## config.mk

```make
export PLATFORM = sky130hd
export DESIGN_NAME = palette_quantize_pack4_flat
export DESIGN_NICKNAME = d
export VERILOG_FILES = /design/src/hdl/pqp4_pkg.sv /design/src/hdl/pqp4_stream_if.sv /design/src/hdl/pqp4_palette_regs.sv /design/src/hdl/pqp4_dist_stage.sv /design/src/hdl/pqp4_pack_stage.sv /design/src/hdl/palette_quantize_pack4.sv /design/src/flat_wrapper.sv
export SDC_FILE = /design/constraint.sdc
export NUM_CORES = 2
export LEC_CHECK = 0
export BUFFER_PORTS_ARGS = -buffer_cell sky130_fd_sc_hd__buf_4
export CELL_PAD_IN_SITES_DETAIL_PLACEMENT = 0
export CELL_PAD_IN_SITES_GLOBAL_PLACEMENT = 1
export CORE_UTILIZATION = 40
export DETAILED_ROUTE_END_ITERATION = 16
export GPL_TIMING_DRIVEN = 0
export PLACE_DENSITY = 0.62
export SETUP_SLACK_MARGIN = 0.4
export SLEW_MARGIN = 20
export SYNTH_ARGS = -nofsm -noshare
export SYNTH_HDL_FRONTEND = slang
export SYNTH_HIERARCHICAL = 1
export SYNTH_SLANG_ARGS = --single-unit
```

## constraint.sdc

```tcl
create_clock -name clk -period 20.7 [get_ports clk]
set_input_delay 4.14 -clock clk [delete_from_list [all_inputs] [get_ports clk]]
set_output_delay 4.14 -clock clk [all_outputs]
set_load 0.005 [all_outputs]
```

## src/hdl/pqp4_pkg.sv

```systemverilog
// ----------------------------------------------------------------------------
// pqp4_pkg
// Shared types and constants for the nearest palette color quantizer that
// packs two 3-bit indexes into one byte.
// ----------------------------------------------------------------------------
package pqp4_pkg;

  // palette storage is always eight entries wide
  localparam int NUM_ENTRIES = 8;
  localparam int IDX_W       = 3;
  localparam int COLOR_W     = 24;
  localparam int CHAN_W      = 8;
  // three squared 8-bit differences: 3 * 255^2 fits in 18 bits
  localparam int DIST_W      = 18;

  typedef logic [CHAN_W-1:0]  chan_t;
  typedef logic [COLOR_W-1:0] color_t;
  typedef logic [IDX_W-1:0]   idx_t;
  typedef logic [DIST_W-1:0]  dist_t;

  typedef color_t [NUM_ENTRIES-1:0] palette_t;
  typedef dist_t  [NUM_ENTRIES-1:0] dist_vec_t;

  // input beat payload
  typedef struct packed {
    chan_t red;
    chan_t green;
    chan_t blue;
  } pixel_t;

  // output beat payload
  typedef struct packed {
    logic [7:0] packed_byte;
  } result_t;

  // distance stage contents
  typedef struct packed {
    logic      valid;
    dist_vec_t dists;
  } dist_beat_t;

  // pack stage status toward the pipeline control
  typedef struct packed {
    logic take;        // output register can load this cycle
    logic have_first;  // first pixel of a pair is held
  } pack_status_t;

  // palette colors after reset
  localparam palette_t PALETTE_RESET = '{
    24'hC2A4F4, 24'hE87E00, 24'hFFF338, 24'hBF0000,
    24'h6440FF, 24'h438A1C, 24'hFFFFFF, 24'h000000
  };

endpackage

```

## src/hdl/pqp4_stream_if.sv

```systemverilog
// ----------------------------------------------------------------------------
// pqp4_stream_if
// Valid/ready stream channel carrying one payload per beat.
// ----------------------------------------------------------------------------
interface pqp4_stream_if #(
  parameter type T = logic
);
  logic valid;
  logic ready;
  T     data;

  modport source (output valid, output data, input ready);
  modport sink   (input valid, input data, output ready);
endinterface

```

## src/hdl/pqp4_palette_regs.sv

```systemverilog
// ----------------------------------------------------------------------------
// pqp4_palette_regs
// Eight 24-bit palette color registers behind a plain write port.
// ----------------------------------------------------------------------------
module pqp4_palette_regs
  import pqp4_pkg::*;
(
  input  logic     clk,
  input  logic     rst_n,
  input  logic     cfg_we,
  input  idx_t     cfg_addr,
  input  color_t   cfg_wdata,
  output palette_t palette
);

  palette_t palette_r;

  // register writes, reset to the default table
  always_ff @(posedge clk) begin
    if (!rst_n) begin
      palette_r <= PALETTE_RESET;
    end else if (cfg_we) begin
      palette_r[cfg_addr] <= cfg_wdata;
    end
  end

  assign palette = palette_r;

endmodule

```

## src/hdl/pqp4_dist_stage.sv

```systemverilog
// ----------------------------------------------------------------------------
// pqp4_dist_stage
// Squared Euclidean distance from the pixel to each active palette color,
// one unit per entry, registered.
// ----------------------------------------------------------------------------
module pqp4_dist_stage
  import pqp4_pkg::*;
#(
  parameter int PALETTE_SIZE = 8
) (
  input  logic       clk,
  input  logic       rst_n,
  input  logic       load,
  input  logic       pix_valid,
  input  pixel_t     pix,
  input  palette_t   palette,
  output dist_beat_t beat
);

  logic      valid_r;
  dist_vec_t dist_r;
  dist_vec_t dist_nxt;

  function automatic logic [15:0] sq_diff(input chan_t a, input chan_t b);
    logic [7:0] d;
    d = (a > b) ? (a - b) : (b - a);
    return 16'(d) * 16'(d);
  endfunction

  // one distance unit per active entry, unused entries read as zero
  for (genvar p = 0; p < NUM_ENTRIES; p++) begin : g_unit
    if (p < PALETTE_SIZE) begin : g_act
      assign dist_nxt[p] = DIST_W'(sq_diff(pix.red,   palette[p][23:16]))
                         + DIST_W'(sq_diff(pix.green, palette[p][15:8]))
                         + DIST_W'(sq_diff(pix.blue,  palette[p][7:0]));
    end else begin : g_off
      assign dist_nxt[p] = '0;
    end
  end

  // stage valid
  always_ff @(posedge clk) begin
    if (!rst_n) begin
      valid_r <= 1'b0;
    end else if (load) begin
      valid_r <= pix_valid;
    end
  end

  // distance registers
  always_ff @(posedge clk) begin
    if (load) begin
      dist_r <= dist_nxt;
    end
  end

  assign beat.valid = valid_r;
  assign beat.dists = dist_r;

endmodule

```

## src/hdl/pqp4_pack_stage.sv

```systemverilog
// ----------------------------------------------------------------------------
// pqp4_pack_stage
// Picks the nearest palette index, pairs pixels and drives the output
// register of the result channel.
// ----------------------------------------------------------------------------
module pqp4_pack_stage
  import pqp4_pkg::*;
#(
  parameter int PALETTE_SIZE = 8
) (
  input  logic         clk,
  input  logic         rst_n,
  input  dist_beat_t   beat,
  output pack_status_t status,
  pqp4_stream_if.source out_ch
);

  logic       out_valid_r;
  logic [7:0] out_byte_r;
  logic       have_first_r;
  idx_t       held_idx_r;
  logic       take;
  idx_t       best_idx;
  dist_t      best_dist;

  // lowest index wins on equal distance
  always_comb begin
    best_idx  = '0;
    best_dist = beat.dists[0];
    for (int p = 1; p < PALETTE_SIZE; p++) begin
      if (beat.dists[p] < best_dist) begin
        best_dist = beat.dists[p];
        best_idx  = IDX_W'(p);
      end
    end
  end

  // output register is free or being drained
  assign take = !out_valid_r || out_ch.ready;

  // pairing state and output valid
  always_ff @(posedge clk) begin
    if (!rst_n) begin
      out_valid_r  <= 1'b0;
      have_first_r <= 1'b0;
      held_idx_r   <= '0;
    end else if (take) begin
      out_valid_r <= beat.valid && have_first_r;
      if (beat.valid) begin
        have_first_r <= !have_first_r;
        if (!have_first_r) begin
          held_idx_r <= best_idx;
        end
      end
    end
  end

  // packed byte: held index high, current index low
  always_ff @(posedge clk) begin
    if (take) begin
      out_byte_r <= {1'b0, held_idx_r, 1'b0, best_idx};
    end
  end

  assign out_ch.valid            = out_valid_r;
  assign out_ch.data.packed_byte = out_byte_r;
  assign status.take             = take;
  assign status.have_first       = have_first_r;

endmodule

```

## src/hdl/palette_quantize_pack4.sv

```systemverilog
// ----------------------------------------------------------------------------
// palette_quantize_pack4
// Nearest palette color quantizer with two 3-bit indexes packed per byte.
// ----------------------------------------------------------------------------
// Usage:
//   in_ch carries one RGB888 pixel per beat, out_ch one packed byte per beat.
//   The first pixel of each pair is only held; the second emits a byte with
//   the first pixel's palette index in bits 7..4 and its own in bits 3..0.
//   The palette is written through cfg_we / cfg_addr / cfg_wdata while the
//   block is idle; only the first PALETTE_SIZE entries take part in the search.
// Timing:
//   Three register stages: input register, distance registers (eight
//   parallel distance units), output register. out_ch.valid rises once the
//   second pixel of its pair has passed the distance and output registers.
//   One pixel is accepted every cycle unless out_ch stalls a full pipeline.
// Reset:
//   Palette returns to the default eight-color table, the pair state is
//   cleared and all stages empty.
// Stall:
//   When out_ch is not ready the stages fill up; in_ch.ready drops only once
//   every stage holds a beat.
// ----------------------------------------------------------------------------
module palette_quantize_pack4
  import pqp4_pkg::*;
#(
  parameter int PALETTE_SIZE = 8
) (
  input  logic          clk,
  input  logic          rst_n,
  input  logic          cfg_we,
  input  idx_t          cfg_addr,
  input  color_t        cfg_wdata,
  pqp4_stream_if.sink   in_ch,
  pqp4_stream_if.source out_ch
);

  palette_t     palette;
  dist_beat_t   dist_beat;
  pack_status_t pack_st;
  logic         s1_valid_r;
  pixel_t       pix_r;
  logic         s1_adv;
  logic         s2_adv;

  // pipeline advance, bubbles collapse
  assign s2_adv      = !dist_beat.valid || pack_st.take;
  assign s1_adv      = !s1_valid_r || s2_adv;
  assign in_ch.ready = s1_adv;

  // input register
  always_ff @(posedge clk) begin
    if (!rst_n) begin
      s1_valid_r <= 1'b0;
    end else if (s1_adv) begin
      s1_valid_r <= in_ch.valid;
    end
  end

  always_ff @(posedge clk) begin
    if (s1_adv) begin
      pix_r <= in_ch.data;
    end
  end

  pqp4_palette_regs u_regs (
    .clk      (clk),
    .rst_n    (rst_n),
    .cfg_we   (cfg_we),
    .cfg_addr (cfg_addr),
    .cfg_wdata(cfg_wdata),
    .palette  (palette)
  );

  pqp4_dist_stage #(
    .PALETTE_SIZE(PALETTE_SIZE)
  ) u_dist (
    .clk      (clk),
    .rst_n    (rst_n),
    .load     (s2_adv),
    .pix_valid(s1_valid_r),
    .pix      (pix_r),
    .palette  (palette),
    .beat     (dist_beat)
  );

  pqp4_pack_stage #(
    .PALETTE_SIZE(PALETTE_SIZE)
  ) u_pack (
    .clk   (clk),
    .rst_n (rst_n),
    .beat  (dist_beat),
    .status(pack_st),
    .out_ch(out_ch)
  );

  // input stalls only with every stage full and the output blocked
  a_stall_full: assert property (@(posedge clk) disable iff (!rst_n)
    !in_ch.ready |-> (s1_valid_r && dist_beat.valid && out_ch.valid && !out_ch.ready))
    else $error("input stalled with a free stage");

  // pair state flips on every pixel leaving the distance stage
  a_pair_flip: assert property (@(posedge clk) disable iff (!rst_n)
    (pack_st.take && dist_beat.valid) |=> (pack_st.have_first != $past(pack_st.have_first)))
    else $error("pair state did not toggle");

  // a new byte only comes from the second pixel of a pair
  a_out_second: assert property (@(posedge clk) disable iff (!rst_n)
    (pack_st.take && out_ch.valid == 1'b0 && !(dist_beat.valid && pack_st.have_first))
      |=> !out_ch.valid)
    else $error("byte emitted without a completed pair");

  // index nibbles stay within three bits
  a_nibble: assert property (@(posedge clk) disable iff (!rst_n)
    out_ch.valid |-> (out_ch.data.packed_byte[7] == 1'b0 && out_ch.data.packed_byte[3] == 1'b0))
    else $error("packed byte index out of range");

endmodule

```

## src/flat_wrapper.sv

```systemverilog
// flat-port wrapper written by rule: the top's interface ports become plain ports
module palette_quantize_pack4_flat import pqp4_pkg::*;
#(
  parameter int PALETTE_SIZE = 8
)
  (clk, rst_n, cfg_we, cfg_addr, cfg_wdata, in_ch_valid, in_ch_data, in_ch_ready, out_ch_valid, out_ch_data, out_ch_ready);
  pqp4_stream_if #(.T(pixel_t)) in_ch_i ();
  pqp4_stream_if #(.T(result_t)) out_ch_i ();
  input  logic clk;
  input  logic rst_n;
  input  logic cfg_we;
  input  idx_t cfg_addr;
  input  color_t cfg_wdata;
  input wire logic [$bits(in_ch_i.valid)-1:0] in_ch_valid;
  input wire logic [$bits(in_ch_i.data)-1:0] in_ch_data;
  output wire logic [$bits(in_ch_i.ready)-1:0] in_ch_ready;
  output wire logic [$bits(out_ch_i.valid)-1:0] out_ch_valid;
  output wire logic [$bits(out_ch_i.data)-1:0] out_ch_data;
  input wire logic [$bits(out_ch_i.ready)-1:0] out_ch_ready;
  assign in_ch_i.valid = in_ch_valid;
  assign in_ch_i.data = in_ch_data;
  assign in_ch_ready = in_ch_i.ready;
  assign out_ch_valid = out_ch_i.valid;
  assign out_ch_data = out_ch_i.data;
  assign out_ch_i.ready = out_ch_ready;
  palette_quantize_pack4 #(.PALETTE_SIZE(PALETTE_SIZE)) u_core (.clk(clk), .rst_n(rst_n), .cfg_we(cfg_we), .cfg_addr(cfg_addr), .cfg_wdata(cfg_wdata), .in_ch(in_ch_i), .out_ch(out_ch_i));
endmodule
```

== Word-level counts from Yosys, hierarchy flattened ==
Index checks and enable logic that the tools add are counted.
Storage, ports and cells
  bits in latches: 0
  output and inout bits: 10
  memories: 0
  ROM bits: 0
  input port bits: 56
  bits in writable memories: 0
  flip-flop bits (word level): 373
Operators by class
  bitwise operators: 1
  reductions and logical operators: 11
  multiply operators: 24
  divide/modulo/power cells: 0
  muxes and demuxes: 40
  $lt $le $gt $ge: 33
  shift operators: 0
  add/sub/neg operators: 64
  equality and inequality tests: 0
Operators by type and width (number)
  $mul A8 B8 Y16: 24
  $sub A8 B8 Y8: 48
  $bwmux W192: 1
  $gt A8 B8 Y1: 24
  $mux W8: 24
  $add A17 B16 Y18: 8
  $add A16 B16 Y17: 8
  $lt A18 B18 Y1: 7
  $mux W18: 6
  $demux W24 S3: 1
  $mux W24: 1
  $mux W3: 6
  $logic_not A1 Y1: 4
  $lt A3 B4 Y1 const B: 1
  $ge A3 B1 Y1 const B: 1
  $logic_or A1 B1 Y1: 3
  $reduce_and A3 Y1: 1
  $logic_and A1 B1 Y1: 2
  $reduce_and A2 Y1: 1
  $mux W1: 1
  $not A1 Y1: 1

== Depth between registers and ports, before layout ==
  word-level depth: 14
  gate-level depth with buffers: 92

== Modules after synthesis ==
The synthesis kept the hierarchy.
By module, submodules not included
  pqp4_dist_stage: cells each 6927, seq. area each 4344.2 sq um, times used 1, area an instance 62802.7 sq um
  pqp4_palette_regs: cells each 681, seq. area each 3843.7 sq um, times used 1, area an instance 7344.5 sq um
  pqp4_pack_stage: cells each 648, seq. area each 280.3 sq um, times used 1, area an instance 4907.2 sq um
  palette_quantize_pack4: cells each 29, seq. area each 740.7 sq um, times used 1, area an instance 778.2 sq um

== Least setup slack after synthesis ==
No wires, ideal clock.
  path kind: register -> register
  start point: reg u_core.u_dist.dist_r, in the netlist u_core/u_dist/beat[35]
  end point: reg u_core.u_pack.out_byte_r[2] (netlist: u_core/u_pack/out_ch.data[2]) (data pin)
  library setup time: 138 ps
  clock period less this slack: 15424 ps
  stages on the path, launching flop included: 88
  arrival time: 15286 ps
  setup slack: 5276 ps
  required time: 20562 ps
  path through: edfxtp_1 ha_1 nand4_1 nor4_2 a221o_1 buf_6 buf_1 mux2i_1 ha_1 and4_1 and2_1 o21a_1 a2111oi_4 a21boi_1 a211o_1 nand2_1 clkbuf_1 a21oi_1 [52 not listed] nand2b_1 a21oi_1 nor3_1 nor4_1 o221ai_1 buf_2 buf_4 a21o_1 ha_1 a21o_1 a21o_1 a21oi_1 nor2b_1 o21ai_0 nand2_1 a21oi_1 o21ai_1 nand4_1
Between the ends
  word-level cells in the longest chain between the ends: 14
Ends and longest elaborated chain
  start: declaration: RTL line pqp4_dist_stage.sv:21  | dist_vec_t dist_r;
  start signal: assignment: RTL line pqp4_dist_stage.sv:53  | dist_r <= dist_nxt;
  $lt A18 B18 Y1: RTL line pqp4_pack_stage.sv:31  | if (beat.dists[p] < best_dist) begin
  $mux W18 (*): RTL line pqp4_pack_stage.sv:31
  $lt A18 B18 Y1: RTL line pqp4_pack_stage.sv:31
  $mux W18 (*): RTL line pqp4_pack_stage.sv:31
  $lt A18 B18 Y1: RTL line pqp4_pack_stage.sv:31
  $mux W18: RTL line pqp4_pack_stage.sv:31
  $lt A18 B18 Y1: RTL line pqp4_pack_stage.sv:31
  $mux W18: RTL line pqp4_pack_stage.sv:31
  $lt A18 B18 Y1: RTL line pqp4_pack_stage.sv:31
  $mux W18: RTL line pqp4_pack_stage.sv:31
  $lt A18 B18 Y1: RTL line pqp4_pack_stage.sv:31
  $mux W18: RTL line pqp4_pack_stage.sv:31
  $lt A18 B18 Y1: RTL line pqp4_pack_stage.sv:31
  $mux W3 (*): RTL line pqp4_pack_stage.sv:31
  net u_core.u_pack.best_idx[2]: RTL line pqp4_pack_stage.sv:23  | idx_t best_idx;
  end signal: assignment: RTL line pqp4_pack_stage.sv:61  | out_byte_r <= {1'b0, held_idx_r, 1'b0, best_idx};
  end: declaration: RTL line pqp4_pack_stage.sv:19  | logic [7:0] out_byte_r;
The timed path passes the listed nets; every way through them passes the cells marked *.
A chain may end at the register's enable or synchronous reset.

== Worst setup path in the final report ==
  start point: reg u_core.u_dist.dist_r, in the netlist u_core/u_dist/beat[11]
  end point: reg u_core.u_pack.out_byte_r[2] (netlist: u_core/u_pack/out_ch.data[2]) (data pin)
The elaborated chain is that of the path after synthesis.

==> key figures <==
Clocking
  – H-tree levels: 2
  – Cts bufs inserted: 48
  – CTS Sinks: 373
  – Skew-Pair Late Insertion Delay: around 0.65 ns
  – Hold buffers post-CTS: 0
  – CTS max path bufs: 3
  – CTS clock-pin slew for the worst setup and hold paths: 0.09 ns
  – CTS tree: yes
  – Root Driver: clkbuf_16

STA
  – RSZ-0062 raised after global routing: no
  – Setup ws final: 1.694 ns
  – Worst-margin pin slew: about 1.3 ns
  – Min Tclk post-route: 19.01 ns
  – Final period util: 0.9182
  – Hold slack final: 0.4424 ns
  – Final setup fails: 0
  – Skew final: 0.04090 ns
  – Worst rel slew slack: 0.1570
  – Maximum clock frequency: between 50 and 60 MHz
  – Slew Viols, Final: 0
  – Hold Fails Final Rpt: 0
  – Setup TNS Final: 0 ns

Global route
  – Vias in the first global route: around 58000
  – First-pass GRT wire length: about 350000 µm
  – Total gr overflow: 0
  – Antenna violations before repair: 27
  – GRT Total Usage: 0.2420
  – Pin count of the biggest net entering global routing: between 50 and 60

Worst setup path
  – CP Class: reg2reg
  – Worst Setup Start Kind: flop
  – CP max FO: 18
  – Max stage delay on crit path: 0.55 ns
  – R2r setup slk: approximately 1.7 ns
  – CP required: 21.20 ns
  – Crit. End Element: flop
  – Worst path slowest cell: o311ai_4
  – Worst reg-to-reg path cell count: 87
  – Reg-to-Reg Start: u_core/u_dist/beat[11]
  – CP Data Arrival Time: roughly 20 ns
  – CP dominant cell by count: a21o_1
  – FF-to-FF End: u_core/u_pack/out_ch.data[2]

Die
  – Die area: 191300 µm²
  – Starting Density: 0.4033
  – Die width: 437.4 µm
  – I/O pins: 66
  – Die Height: 437.4 µm
  – Core area: roughly 190000 µm²
  – Std cell rows: 159

Synth
  – Avg Synthesized Cell Area: 9.153 µm²
  – Cell Area, Synth: 75830 µm²
  – Gate Count Post-Synth: 8284
  – Synth warnings: 6

Drt
  – Iter 0 DRT Violations: 3281
  – Pre-antenna DRT Iters: 7
  – Vias per cell: roughly 5.1
  – Vias: 55530
  – Routed Antenna Nets: 0
  – WL per Instance: 20.89 µm
  – DRC viols: 0
  – Total detailed-routing wirelength: 228900 µm

Finish
  – Fin util: 0.4352
  – Share of post-route cells with drive strength above 1: 0.05770
  – Commonest cells after routing, fill and taps aside: inv_1 (1920), ha_1 (1116), fa_1 (1108)
  – Nets: 10700
  – Synthesis-to-finish area growth: 7.901%
  – Commonest non-fill, non-tap cell in the layout: inv_1

Place
  – Hpwl dp: 194900 µm
  – Pre-CTS WS: 0.2366 ns
  – IO buf count: 63
  – Global placement routability congestion: 0.9219

Min path
  – Worst Hold Class: reg2reg
  – Worst Hold End: u_core/u_pack/out_ch.data[4]
  – Hold_sp: u_core/u_pack/held_idx_r[0]
  – Hold depth: 0

Run
  – Max-cap check violation count: 0

Outcome
  – Outcome: finished, final reports clean
per-layer routing:
metal,vias up,global-route usage,wire [µm],part of all wire
met3,234,0.02218,8598,0.038
met1,27730,0.3436,109200,0.48
li1,26540,-,-,-
met5,-,0,0,0
met2,1026,0.3926,104300,0.46
met4,0,0.06536,6841,0.030
per-stage QoR:
step	area, µm²	cells
after floorplan	75830	8285
after global placement	79420	10840
after detailed placement	80070	10870
after CTS	81710	10950
after global routing	81820	10960
final	81820	10960
critical path, delay by kind of cell, from the launching register on:
kind                     cells  cell delay (ns)
flip-flops                   1             0.39
adder cells (fa/ha/maj)      7             2.14
multiplexers                 3             1.02
AO/OA/AOI/OAI               42             9.26
buffers and inverters       13             2.75
AND/OR/NAND/NOR             22             3.21
flip-flops by register name, indices dropped and copies added, names as in the netlist:
register                    flops
u_core/u_dist/beat            144
u_core/u_dist/valid_r           1
u_core/u_regs/palette         192
u_core/u_pack/out_ch.valid      1
u_core/s1_valid_r               1
u_core/pix_r                   24
u_core/u_pack/out_ch.data       6
u_core/u_pack/have_first_r      1
u_core/u_pack/held_idx_r        3
how the worst max path moves through the flow:
| stage | startpoint | end | slack, ns | depth (start not counted) |
|---|---|---|---|---|
| after floorplan | u_core/u_dist/beat[35] | u_core/u_pack/out_ch.data[2] | 5.28 | 87 |
| after global placement | u_core/u_dist/beat[15] | u_core/u_pack/out_ch.data[2] | 0.29 | 86 |
| after CTS | u_core/u_dist/beat[17] | u_core/u_pack/out_ch.data[2] | 0.85 | 87 |
| after detailed placement | u_core/u_dist/beat[17] | u_core/u_pack/out_ch.data[2] | 0.24 | 89 |
| final | u_core/u_dist/beat[11] | u_core/u_pack/out_ch.data[2] | 1.69 | 87 |
| after global routing | u_core/u_dist/beat[17] | u_core/u_pack/out_ch.data[2] | 0.49 | 87 |
cell type report:
cell class / instances / area (µm²)
plain buffers: 202 / 984.7
flip-flops and latches: 373 / 9209
clock inverters: 21 / 281.5
multi-input cells: 5784 / 58770
well taps: 2495 / 3122
diodes: 5 / 12.51
fillers: 18790 / 106200
clock buffers: 66 / 1363
inverters: 1925 / 7226
repair buffers: 86 / 850.8
repair_timing:
| item | 4_1_cts | 5_1_grt |
|---|---|---|
| gates resized for setup | 0 | 8 |
| pin swaps | 0 | 0 |
| setup endpoints to repair | 6 | 6 |
| cloned | 0 | 0 |
| setup buffers | 0 | 0 |
Power is not shown: default switching activity piles up to over one toggle a cycle in this logic, so the estimate is an artifact.
